===== config.mk =====
export PLATFORM = sky130hd
export DESIGN_NAME = srecord_line_checker_unit_flat
export DESIGN_NICKNAME = d
export VERILOG_FILES = /design/src/sv/slc_pkg.sv /design/src/sv/slc_in_if.sv /design/src/sv/slc_out_if.sv /design/src/sv/slc_line_parser.sv /design/src/sv/slc_pad_calc.sv /design/src/sv/srecord_line_checker_unit.sv /design/src/flat_wrapper.sv
export SDC_FILE = /design/constraint.sdc
export NUM_CORES = 2
export LEC_CHECK = 0
export BUFFER_PORTS_ARGS = -buffer_cell sky130_fd_sc_hd__buf_4
export CAP_MARGIN = 0
export CORE_MARGIN = 8
export CORE_UTILIZATION = 49
export CTS_CLUSTER_SIZE = 14
export DETAILED_ROUTE_END_ITERATION = 7
export PLACE_DENSITY = 0.78
export SLEW_MARGIN = 10
export SYNTH_ARGS = -nofsm -noshare
export SYNTH_HDL_FRONTEND = slang
export SYNTH_HIERARCHICAL = 1
export SYNTH_SLANG_ARGS = --single-unit

===== constraint.sdc =====
create_clock -name clk_i -period 26.2 [get_ports clk_i]
set_clock_uncertainty 0.05 [all_clocks]
set_input_delay 2.62 -clock clk_i [delete_from_list [all_inputs] [get_ports clk_i]]
set_output_delay 2.62 -clock clk_i [all_outputs]
set_load 0.005 [all_outputs]

===== src/sv/slc_pkg.sv =====
// Types, constants and helpers for the S-record line checker.
`timescale 1ns / 1ps
package slc_pkg;

  localparam logic [7:0] MAX_DATA_BYTES = 8'd32;
  localparam logic [7:0] PAD_BYTE       = 8'hFF;

  // Characters
  localparam logic [7:0] CH_CR    = 8'h0D;
  localparam logic [7:0] CH_LF    = 8'h0A;
  localparam logic [7:0] CH_TAB   = 8'h09;
  localparam logic [7:0] CH_SPACE = 8'h20;
  localparam logic [7:0] CH_S     = 8'h53;
  localparam logic [7:0] CH_0     = 8'h30;
  localparam logic [7:0] CH_9     = 8'h39;
  localparam logic [7:0] CH_A     = 8'h41;
  localparam logic [7:0] CH_F     = 8'h46;

  // Record types
  localparam logic [3:0] TYPE_HEADER    = 4'd0;
  localparam logic [3:0] TYPE_DATA_LO   = 4'd1;
  localparam logic [3:0] TYPE_DATA_HI   = 4'd3;
  localparam logic [3:0] TYPE_BAD_LO    = 4'd4;
  localparam logic [3:0] TYPE_BAD_HI    = 4'd6;
  localparam logic [3:0] TYPE_END_FIRST = 4'd7;

  // Character positions within a line
  localparam logic [2:0] POS_START    = 3'd0;
  localparam logic [2:0] POS_TYPE     = 3'd1;
  localparam logic [2:0] POS_COUNT_HI = 3'd2;
  localparam logic [2:0] POS_COUNT_LO = 3'd3;
  localparam logic [2:0] POS_BYTE_HI  = 3'd4;
  localparam logic [2:0] POS_BYTE_LO  = 3'd5;

  localparam logic [4:0] BLOCK_LOG2_RESET = 5'd9;

  typedef enum logic [2:0] {
    ST_DATA_OK  = 3'd0,
    ST_HEADER   = 3'd1,
    ST_END      = 3'd2,
    ST_FORMAT   = 3'd3,
    ST_CHECKSUM = 3'd4
  } status_e;

  typedef struct packed {
    logic [31:0] min_addr;
    logic [32:0] max_end;
    logic [31:0] sum;
    logic [31:0] count;
  } tot_t;

  localparam tot_t TOT_RESET = '{min_addr: '1, max_end: '0, sum: '0, count: '0};

  typedef struct packed {
    status_e     status;
    logic [3:0]  rtype;
    logic [31:0] addr;
    logic [5:0]  dlen;
    tot_t        tot;
  } line_res_t;

  // {valid, value} of an uppercase hex digit
  function automatic logic [4:0] hex_value(input logic [7:0] c);
    logic [4:0] r;
    r = 5'd0;
    if (c >= CH_0 && c <= CH_9) begin
      r = {1'b1, c[3:0]};
    end else if (c >= CH_A && c <= CH_F) begin
      r = {1'b1, 4'(c[3:0] + 4'd9)};
    end
    return r;
  endfunction

endpackage


===== src/sv/slc_in_if.sv =====
// Character input channel.
`timescale 1ns / 1ps
interface slc_in_if;
  logic       valid;
  logic       ready;
  logic [7:0] char_code;
  logic       new_file;

  modport source (output valid, output char_code, output new_file, input ready);
  modport sink   (input valid, input char_code, input new_file, output ready);
endinterface


===== src/sv/slc_out_if.sv =====
// Per-line result channel.
`timescale 1ns / 1ps
interface slc_out_if;
  logic        valid;
  logic        ready;
  logic [2:0]  status;
  logic [3:0]  record_type;
  logic [31:0] record_address;
  logic [5:0]  data_length;
  logic [31:0] lowest_address;
  logic [32:0] highest_end;
  logic [31:0] padded_size;
  logic [31:0] byte_total;
  logic [31:0] byte_count;
  logic [31:0] padded_total;

  modport source (
    output valid, output status, output record_type, output record_address,
    output data_length, output lowest_address, output highest_end,
    output padded_size, output byte_total, output byte_count, output padded_total,
    input ready
  );
  modport sink (
    input valid, input status, input record_type, input record_address,
    input data_length, input lowest_address, input highest_end,
    input padded_size, input byte_total, input byte_count, input padded_total,
    output ready
  );
endinterface


===== src/sv/slc_line_parser.sv =====
// Per-character line state and running file totals.
`timescale 1ns / 1ps
module slc_line_parser
  import slc_pkg::*;
(
  input  logic       clk_i,
  input  logic       rst_ni,
  input  logic       step_i,
  input  logic [7:0] char_i,
  input  logic       new_file_i,
  output line_res_t  res_o,
  output tot_t       tot_o,
  output logic       tot_chg_o
);

  logic [2:0]  ci_q, ci_d;
  logic [3:0]  type_q, type_d;
  logic [3:0]  nib_q, nib_d;
  logic [7:0]  cnt_q, cnt_d;
  logic [31:0] addr_q, addr_d;
  logic [7:0]  lsum_q, lsum_d;
  logic [7:0]  left_q, left_d;
  logic        err_q, err_d;
  logic [7:0]  cks_q, cks_d;
  tot_t        tot_q, tot_d;

  tot_t        tot_eff;
  line_res_t   res;
  logic [7:0]  dlen_w;
  logic [32:0] end_w;

  // line end evaluation
  always_comb begin
    tot_eff    = new_file_i ? TOT_RESET : tot_q;
    dlen_w     = cnt_q - {4'd0, type_q} - 8'd2;
    end_w      = {1'b0, addr_q} + {25'd0, dlen_w};
    res        = '0;
    res.status = ST_FORMAT;
    res.rtype  = type_q;
    res.tot    = tot_eff;
    if (err_q || ci_q < POS_COUNT_HI) begin
      res.status = ST_FORMAT;
    end else if (type_q == TYPE_HEADER) begin
      res.status = ST_HEADER;
    end else if (type_q >= TYPE_END_FIRST) begin
      res.status = ST_END;
    end else if (ci_q != POS_BYTE_HI || left_q != 8'd0) begin
      res.status = ST_FORMAT;
    end else begin
      res.dlen = dlen_w[5:0];
      res.addr = addr_q;
      if (addr_q < tot_eff.min_addr) begin
        res.tot.min_addr = addr_q;
      end
      if (end_w > tot_eff.max_end) begin
        res.tot.max_end = end_w;
      end
      res.status = ((~lsum_q) == cks_q) ? ST_DATA_OK : ST_CHECKSUM;
    end
  end

  // character handling
  always_comb begin
    logic [4:0] hv;
    logic [7:0] b;
    logic [7:0] need;
    logic [7:0] used;
    logic       is_skip;

    hv      = hex_value(char_i);
    b       = {nib_q, hv[3:0]};
    need    = {4'd0, type_q} + 8'd2;
    used    = cnt_q - left_q;
    is_skip = (char_i == CH_LF) || (char_i == CH_TAB) || (char_i == CH_SPACE);

    ci_d   = ci_q;
    type_d = type_q;
    nib_d  = nib_q;
    cnt_d  = cnt_q;
    addr_d = addr_q;
    lsum_d = lsum_q;
    left_d = left_q;
    err_d  = err_q;
    cks_d  = cks_q;
    tot_d  = tot_q;

    if (step_i) begin
      tot_d = tot_eff;
      if (char_i == CH_CR) begin
        tot_d  = res.tot;
        ci_d   = POS_START;
        type_d = TYPE_HEADER;
        nib_d  = '0;
        cnt_d  = '0;
        addr_d = '0;
        lsum_d = '0;
        left_d = '0;
        err_d  = 1'b0;
        cks_d  = '0;
      end else if (!is_skip) begin
        ci_d = (ci_q < POS_BYTE_LO) ? ci_q + 3'd1 : POS_BYTE_HI;
        if (ci_q == POS_START) begin
          if (char_i != CH_S) begin
            err_d = 1'b1;
          end
        end else if (ci_q == POS_TYPE) begin
          if (char_i >= CH_0 && char_i <= CH_9) begin
            type_d = char_i[3:0];
            if (char_i[3:0] >= TYPE_BAD_LO && char_i[3:0] <= TYPE_BAD_HI) begin
              err_d = 1'b1;
            end
          end else begin
            type_d = TYPE_HEADER;
            err_d  = 1'b1;
          end
        end else if (type_q >= TYPE_DATA_LO && type_q <= TYPE_DATA_HI && !err_q) begin
          if (!hv[4]) begin
            err_d = 1'b1;
          end else if (ci_q == POS_COUNT_HI || ci_q == POS_BYTE_HI) begin
            nib_d = hv[3:0];
          end else if (ci_q == POS_COUNT_LO) begin
            cnt_d  = b;
            lsum_d = b;
            left_d = b;
            if (b < need || (b - need) > MAX_DATA_BYTES) begin
              err_d = 1'b1;
            end
          end else if (left_q == 8'd0) begin
            err_d = 1'b1;
          end else begin
            left_d = left_q - 8'd1;
            if (used < ({4'd0, type_q} + 8'd1)) begin
              addr_d = {addr_q[23:0], b};
              lsum_d = lsum_q + b;
            end else if (left_q == 8'd1) begin
              cks_d = b;
            end else begin
              lsum_d      = lsum_q + b;
              tot_d.sum   = tot_eff.sum + {24'd0, b};
              tot_d.count = tot_eff.count + 32'd1;
            end
          end
        end
      end
    end
  end

  always_ff @(posedge clk_i or negedge rst_ni) begin
    if (!rst_ni) begin
      ci_q   <= POS_START;
      type_q <= TYPE_HEADER;
      nib_q  <= '0;
      cnt_q  <= '0;
      addr_q <= '0;
      lsum_q <= '0;
      left_q <= '0;
      err_q  <= 1'b0;
      cks_q  <= '0;
      tot_q  <= TOT_RESET;
    end else begin
      ci_q   <= ci_d;
      type_q <= type_d;
      nib_q  <= nib_d;
      cnt_q  <= cnt_d;
      addr_q <= addr_d;
      lsum_q <= lsum_d;
      left_q <= left_d;
      err_q  <= err_d;
      cks_q  <= cks_d;
      tot_q  <= tot_d;
    end
  end

  assign res_o     = res;
  assign tot_o     = tot_q;
  assign tot_chg_o = (tot_d != tot_q);

endmodule


===== src/sv/slc_pad_calc.sv =====
// Pipelined padded span and padded byte total from the running totals.
`timescale 1ns / 1ps
module slc_pad_calc
  import slc_pkg::*;
(
  input  logic        clk_i,
  input  logic        rst_ni,
  input  tot_t        tot_i,
  input  logic [4:0]  block_log2_i,
  input  logic        chg_i,
  output logic [31:0] psize_o,
  output logic [31:0] ptotal_o,
  output logic        ready_o
);

  logic [32:0] span_q, span_d;
  logic [31:0] psize_q, psize_d;
  logic [31:0] diff_q, diff_d;
  logic [31:0] ptotal_q, ptotal_d;
  logic [3:0]  vld_q, vld_d;

  always_comb begin
    logic [34:0] mask;
    logic [34:0] rnd;

    span_d   = (tot_i.max_end > {1'b0, tot_i.min_addr})
             ? tot_i.max_end - {1'b0, tot_i.min_addr} : 33'd0;
    mask     = (35'd1 << block_log2_i) - 35'd1;
    rnd      = ({2'b00, span_q} + mask) & ~mask;
    psize_d  = (rnd[34:32] != 3'd0) ? '1 : rnd[31:0];
    diff_d   = psize_q - tot_i.count;
    // 0xFF * diff + sum, as (diff << 8) - diff + sum
    ptotal_d = {diff_q[23:0], 8'd0} - diff_q + tot_i.sum;
    // a stage is good once it saw the same totals for its whole chain
    vld_d    = chg_i ? 4'd0 : {vld_q[2:0], 1'b1};
  end

  always_ff @(posedge clk_i or negedge rst_ni) begin
    if (!rst_ni) begin
      vld_q <= '0;
    end else begin
      vld_q <= vld_d;
    end
  end

  always_ff @(posedge clk_i) begin
    span_q   <= span_d;
    psize_q  <= psize_d;
    diff_q   <= diff_d;
    ptotal_q <= ptotal_d;
  end

  assign psize_o  = psize_q;
  assign ptotal_o = ptotal_q;
  assign ready_o  = vld_q[3];

endmodule


===== src/sv/srecord_line_checker_unit.sv =====
// Top level of the S-record line checker.
`timescale 1ns / 1ps
// S-record line checker. Takes one text character per beat on in_i and
// gives one result beat on out_o for every CR: the line status, its type,
// address and data length, and the file's running totals. LF, tab and
// space are dropped, new_file clears the totals before its character is
// handled. A character passes an input register and is handled from
// there, so one character is taken per clock while no CR is waiting; a
// result sits in an output register while further characters of the next
// line keep flowing. A CR waits while the output register is still full.
// The padded size and padded total of an end record come from a
// four-stage pipeline that follows the totals; an end-record CR without
// new_file that reaches the block before that pipeline has settled after
// a totals change or a block size write is held while the pipeline
// catches up. block_size_log2 is written through cfg_we_i / cfg_wdata_i
// (reset value 9).
module srecord_line_checker_unit
  import slc_pkg::*;
(
  input  logic       clk_i,
  input  logic       rst_ni,
  input  logic       cfg_we_i,
  input  logic [4:0] cfg_wdata_i,
  slc_in_if.sink     in_i,
  slc_out_if.source  out_o
);

  // configuration
  logic [4:0] blk_log2_q;

  // input register
  logic       in_valid_q;
  logic [7:0] in_char_q;
  logic       in_nf_q;

  // output register
  logic        out_valid_q, out_valid_d;
  line_res_t   out_res_q;
  logic [31:0] out_psize_q;
  logic [31:0] out_ptotal_q;

  line_res_t   line_res;
  tot_t        tot;
  logic        tot_chg;
  logic [31:0] pad_psize;
  logic [31:0] pad_ptotal;
  logic        pad_ready;

  logic is_cr;
  logic is_end;
  logic out_free;
  logic take;

  slc_line_parser u_parser (
    .clk_i      (clk_i),
    .rst_ni     (rst_ni),
    .step_i     (take),
    .char_i     (in_char_q),
    .new_file_i (in_nf_q),
    .res_o      (line_res),
    .tot_o      (tot),
    .tot_chg_o  (tot_chg)
  );

  slc_pad_calc u_pad (
    .clk_i        (clk_i),
    .rst_ni       (rst_ni),
    .tot_i        (tot),
    .block_log2_i (blk_log2_q),
    .chg_i        (tot_chg || cfg_we_i),
    .psize_o      (pad_psize),
    .ptotal_o     (pad_ptotal),
    .ready_o      (pad_ready)
  );

  always_comb begin
    is_cr    = (in_char_q == CH_CR);
    is_end   = (line_res.status == ST_END);
    out_free = !out_valid_q || out_o.ready;
    // new_file on the end record itself empties the totals: span is zero,
    // no need to wait for the pad pipeline
    take     = in_valid_q &&
               (!is_cr || (out_free && (!is_end || in_nf_q || pad_ready)));
    out_valid_d = (take && is_cr) ? 1'b1 : (out_o.ready ? 1'b0 : out_valid_q);
  end

  assign in_i.ready = !in_valid_q || take;

  always_ff @(posedge clk_i or negedge rst_ni) begin
    if (!rst_ni) begin
      blk_log2_q  <= BLOCK_LOG2_RESET;
      in_valid_q  <= 1'b0;
      out_valid_q <= 1'b0;
    end else begin
      if (cfg_we_i) begin
        blk_log2_q <= cfg_wdata_i;
      end
      if (in_i.ready) begin
        in_valid_q <= in_i.valid;
      end
      out_valid_q <= out_valid_d;
    end
  end

  // payload registers
  always_ff @(posedge clk_i) begin
    if (in_i.valid && in_i.ready) begin
      in_char_q <= in_i.char_code;
      in_nf_q   <= in_i.new_file;
    end
    if (take && is_cr) begin
      out_res_q <= line_res;
      if (is_end && !in_nf_q) begin
        out_psize_q  <= pad_psize;
        out_ptotal_q <= pad_ptotal;
      end else begin
        out_psize_q  <= '0;
        out_ptotal_q <= '0;
      end
    end
  end

  assign out_o.valid          = out_valid_q;
  assign out_o.status         = out_res_q.status;
  assign out_o.record_type    = out_res_q.rtype;
  assign out_o.record_address = out_res_q.addr;
  assign out_o.data_length    = out_res_q.dlen;
  assign out_o.lowest_address = out_res_q.tot.min_addr;
  assign out_o.highest_end    = out_res_q.tot.max_end;
  assign out_o.padded_size    = out_psize_q;
  assign out_o.byte_total     = out_res_q.tot.sum;
  assign out_o.byte_count     = out_res_q.tot.count;
  assign out_o.padded_total   = out_ptotal_q;

endmodule


===== src/flat_wrapper.sv =====
// flat-port wrapper written by rule: the top's interface ports become plain ports
module srecord_line_checker_unit_flat import slc_pkg::*;
  (clk_i, rst_ni, cfg_we_i, cfg_wdata_i, in_i_valid, in_i_char_code, in_i_new_file, in_i_ready, out_o_valid, out_o_status, out_o_record_type, out_o_record_address, out_o_data_length, out_o_lowest_address, out_o_highest_end, out_o_padded_size, out_o_byte_total, out_o_byte_count, out_o_padded_total, out_o_ready);
  slc_in_if in_i_i ();
  slc_out_if out_o_i ();
  input  logic clk_i;
  input  logic rst_ni;
  input  logic cfg_we_i;
  input  logic [4:0] cfg_wdata_i;
  input wire logic [$bits(in_i_i.valid)-1:0] in_i_valid;
  input wire logic [$bits(in_i_i.char_code)-1:0] in_i_char_code;
  input wire logic [$bits(in_i_i.new_file)-1:0] in_i_new_file;
  output wire logic [$bits(in_i_i.ready)-1:0] in_i_ready;
  output wire logic [$bits(out_o_i.valid)-1:0] out_o_valid;
  output wire logic [$bits(out_o_i.status)-1:0] out_o_status;
  output wire logic [$bits(out_o_i.record_type)-1:0] out_o_record_type;
  output wire logic [$bits(out_o_i.record_address)-1:0] out_o_record_address;
  output wire logic [$bits(out_o_i.data_length)-1:0] out_o_data_length;
  output wire logic [$bits(out_o_i.lowest_address)-1:0] out_o_lowest_address;
  output wire logic [$bits(out_o_i.highest_end)-1:0] out_o_highest_end;
  output wire logic [$bits(out_o_i.padded_size)-1:0] out_o_padded_size;
  output wire logic [$bits(out_o_i.byte_total)-1:0] out_o_byte_total;
  output wire logic [$bits(out_o_i.byte_count)-1:0] out_o_byte_count;
  output wire logic [$bits(out_o_i.padded_total)-1:0] out_o_padded_total;
  input wire logic [$bits(out_o_i.ready)-1:0] out_o_ready;
  assign in_i_i.valid = in_i_valid;
  assign in_i_i.char_code = in_i_char_code;
  assign in_i_i.new_file = in_i_new_file;
  assign in_i_ready = in_i_i.ready;
  assign out_o_valid = out_o_i.valid;
  assign out_o_status = out_o_i.status;
  assign out_o_record_type = out_o_i.record_type;
  assign out_o_record_address = out_o_i.record_address;
  assign out_o_data_length = out_o_i.data_length;
  assign out_o_lowest_address = out_o_i.lowest_address;
  assign out_o_highest_end = out_o_i.highest_end;
  assign out_o_padded_size = out_o_i.padded_size;
  assign out_o_byte_total = out_o_i.byte_total;
  assign out_o_byte_count = out_o_i.byte_count;
  assign out_o_padded_total = out_o_i.padded_total;
  assign out_o_i.ready = out_o_ready;
  srecord_line_checker_unit u_core (.clk_i(clk_i), .rst_ni(rst_ni), .cfg_we_i(cfg_we_i), .cfg_wdata_i(cfg_wdata_i), .in_i(in_i_i), .out_o(out_o_i));
endmodule

==> results.txt <==
largest net degree at the start of global routing: 86
commonest cells after routing, fill and taps aside: nand2_1, inv_1, buf_4
pwr dens: 70.2 nW/um^2
Synth cell types: 109
total track usage: 30.8%
final WL: 136000 um
met3 wire length: 13600 um
Switch Pwr: 1.01 mW
Reg power frac: 36.8%
Nets: 4493
Synth-to-Final Area Change: 13.7%
Setup TNS Final: 0 ns
TritonCTS Sinks: 592
Initial Utilization: 49.2%
worst hold slack: 0.423 ns
final count of negative-setup-slack endpoints: 0
Design Power: 2.96 mW
post-synthesis sequential area ratio: 41.6%
crit share post-route: 34.4%
initial antenna violation count: 9
DR vias/cell: 6.31
CTS root buf: clkbuf_16
leak pwr: 18.5 nW
CTS Hold Buffers Added: 0
H-tree Lvls: 3
vias after detailed routing: 32.9k
metal2 WL: 60400 um
Synth Register Bits: 592
Gate Count Post-Synth: 3981
Die X: 291 um
Post-synth EDFFs: 247
Routability Congestion: 1.05
Slowest cell on crit path: or4_1
Internal: 1.95 mW
post-layout util: 56.0%
antenna-violating nets left: 0
Rel. slew slack: 21.1%
CTS Buf Count: 67
die area: 84800 um^2
gr ovfl total: 0
CTS tree: yes
CTS max path bufs: 3
fillcell total: 6661
Syn Area/Cell: 9.32 um^2
Worst setup SP type: register
Die H: 291 um
First DRT Iteration DRCs: 4435
Port Buffers: 258
post-CTS sizing: 0
Logic pwr share: 30.9%
Post-CTS Setup Inserts: 0
max cap viols: 0
Met1 Wirelength: 55300 um
Crit Path Class: reg2reg
Slew Limit Fails: 0
Reg clk slew, reported paths: 0.06 ns
maximum clock frequency: 111 MHz
num rows: 101
synth warn: 6
Crit. End Element: register
Slew @ Worst Pin: 1.18 ns
DP Wirelength: 104000 um
core area: 75400 um^2
worst min-delay path class: reg2reg
Peak VDD IR: 0.0000560 V
clock latency on the worst-skew pair: 0.64 ns
CP Max Fanout: 10
layout cells sized above 1: 12.9%
Req. time, crit path: 26.70 ns
first-pass GRT wire length: 201000 um
Switching Fraction: 34.1%
wire per inst: 26.1 um
most common cell after layout, fill and taps aside: nand2_1
CP Data Arrival Time: 9.52 ns
Post-Syn Nets: 4294
RSZ-0062 raised after global routing: no
IO Pins: 259
mapped cell area: 37100 um^2
Top Metal Used: met5
DRC errors left: 0
max incr delay on CP: 0.62 ns
vias in the first global route: 31.2k
fraction of registers with async set/reset: 36.5%
Main synth FF type: edfxtp_1
crit path time final: 9.02 ns
drt pass-1 iters: 7
endpoints failing hold: 0
Crit path top cell by count: or4_1
status: complete, no violations
clock power share: 32.3%
[metrics by stage]
step,setup WS [ns],cell area [um^2],std cells
5_1_grt,16.88,42200,5213
3_5_place_dp,17.47,40000,5089
6_report,17.18,42200,5215
4_1_cts,17.44,42200,5213
2_1_floorplan,16.51,37100,3981
3_3_place_gp,17.44,40000,5089
[state kept, by name, summed over array words and instances (netlist names), 32 cells and up]
name,cells
u_core/u_parser/tot_o,129
u_core/out_o.highest_end,33
u_core/u_pad/span_q,33
u_core/out_o.byte_count,32
u_core/out_o.byte_total,32
u_core/out_o.lowest_address,32
u_core/out_o.padded_size,32
u_core/out_o.padded_total,32
u_core/out_o.record_address,32
u_core/u_pad/diff_q,32
u_core/u_pad/psize_o,32
u_core/u_pad/ptotal_o,32
u_core/u_parser/addr_q,32
[critical path, delay by kind of cell (launching register included)]
kind,cells,cell delay [ns]
flops,1,0.46
fa+ha+maj,5,1.68
compound gates,7,1.44
buf+inv,2,0.22
simple gates,14,4.67
xor+xnor,2,0.44
[power groups by stage]
stage	combinational, mW	clock [mW]	sequential [mW]
6_report	0.917	0.956	1.09
5_1_grt	1.02	1.00	1.10
4_1_cts	0.900	0.968	1.09
3_5_place_dp	0.892	0	1.11
3_3_place_gp	0.882	0	1.11
2_1_floorplan	0.684	0	1.08
[synth_stat cells, types with 23 or more instances]
cell type	instances	area, um^2
nor2_1	296	1110
nand2b_1	32	200
a22o_1	42	368
edfxtp_1	247	7420
o22a_1	41	359
o21a_1	34	255
fa_1	33	661
nor2b_1	90	563
and3_1	54	338
a211oi_1	25	188
inv_1	317	1190
o21ai_0	222	1110
o21ai_2	29	254
dfxtp_1	129	2580
o211ai_1	23	173
nor4_1	39	244
ha_1	261	3270
nand4_1	72	450
o22ai_1	32	200
nand2_1	352	1320
xnor2_1	142	1240
a21o_1	94	706
dfrtp_1	182	4550
xor2_1	86	753
dfstp_2	34	893
clkbuf_1	139	522
and2_1	86	538
a21oi_1	240	1200
nor3_1	79	395
nand3_1	121	606
a31oi_1	26	163
[logic make-up after synthesis]
kind of cell	Yosys count	synth area share [%]
simple gates	1320	17.7
compound gates	1021	18.6
flops	592	41.6
buf+inv	488	5.07
fa+ha+maj	294	10.6
xor+xnor	228	5.38
mux	37	1.05
other cells	1	0.0101
[metal layers]
metal | vias up | track usage [%]
li1 | 14694 | -
met1 | 15840 | 41.2
met2 | 1932 | 48.2
met3 | 435 | 5.96
met4 | 2 | 13.8
met5 | - | 0
[worst paths after layout]
check,cells after the start,slack [ns],from,to
worst min register to register,1,0.42,u_core/u_pad/vld_q[0],u_core/u_pad/vld_q[1]
worst max register to register,30,17.18,u_core/u_parser/type_q[1],u_core/u_pad/vld_q[2]
min in group asynchronous,1,1.90,rst_ni,u_core/u_parser/addr_q[12]
worst max-delay path,30,17.18,u_core/u_parser/type_q[1],u_core/u_pad/vld_q[2]
worst min-delay path,1,0.42,u_core/u_pad/vld_q[0],u_core/u_pad/vld_q[1]
max in group asynchronous,2,22.70,rst_ni,u_core/blk_log2_q[4]
[layout make-up]
class	instances	area, um^2	area share [%]
multi-input combinational	2901	19800	47.0
tap	978	1220	2.90
timing repair buffer	301	2270	5.37
antenna	2	5.00	0.0119
clock inverter	39	450	1.07
sequential	592	15400	36.6
inverter	317	1190	2.82
clock buffer	85	1790	4.23
No activity file was read; power rests on OpenSTA's default activity.
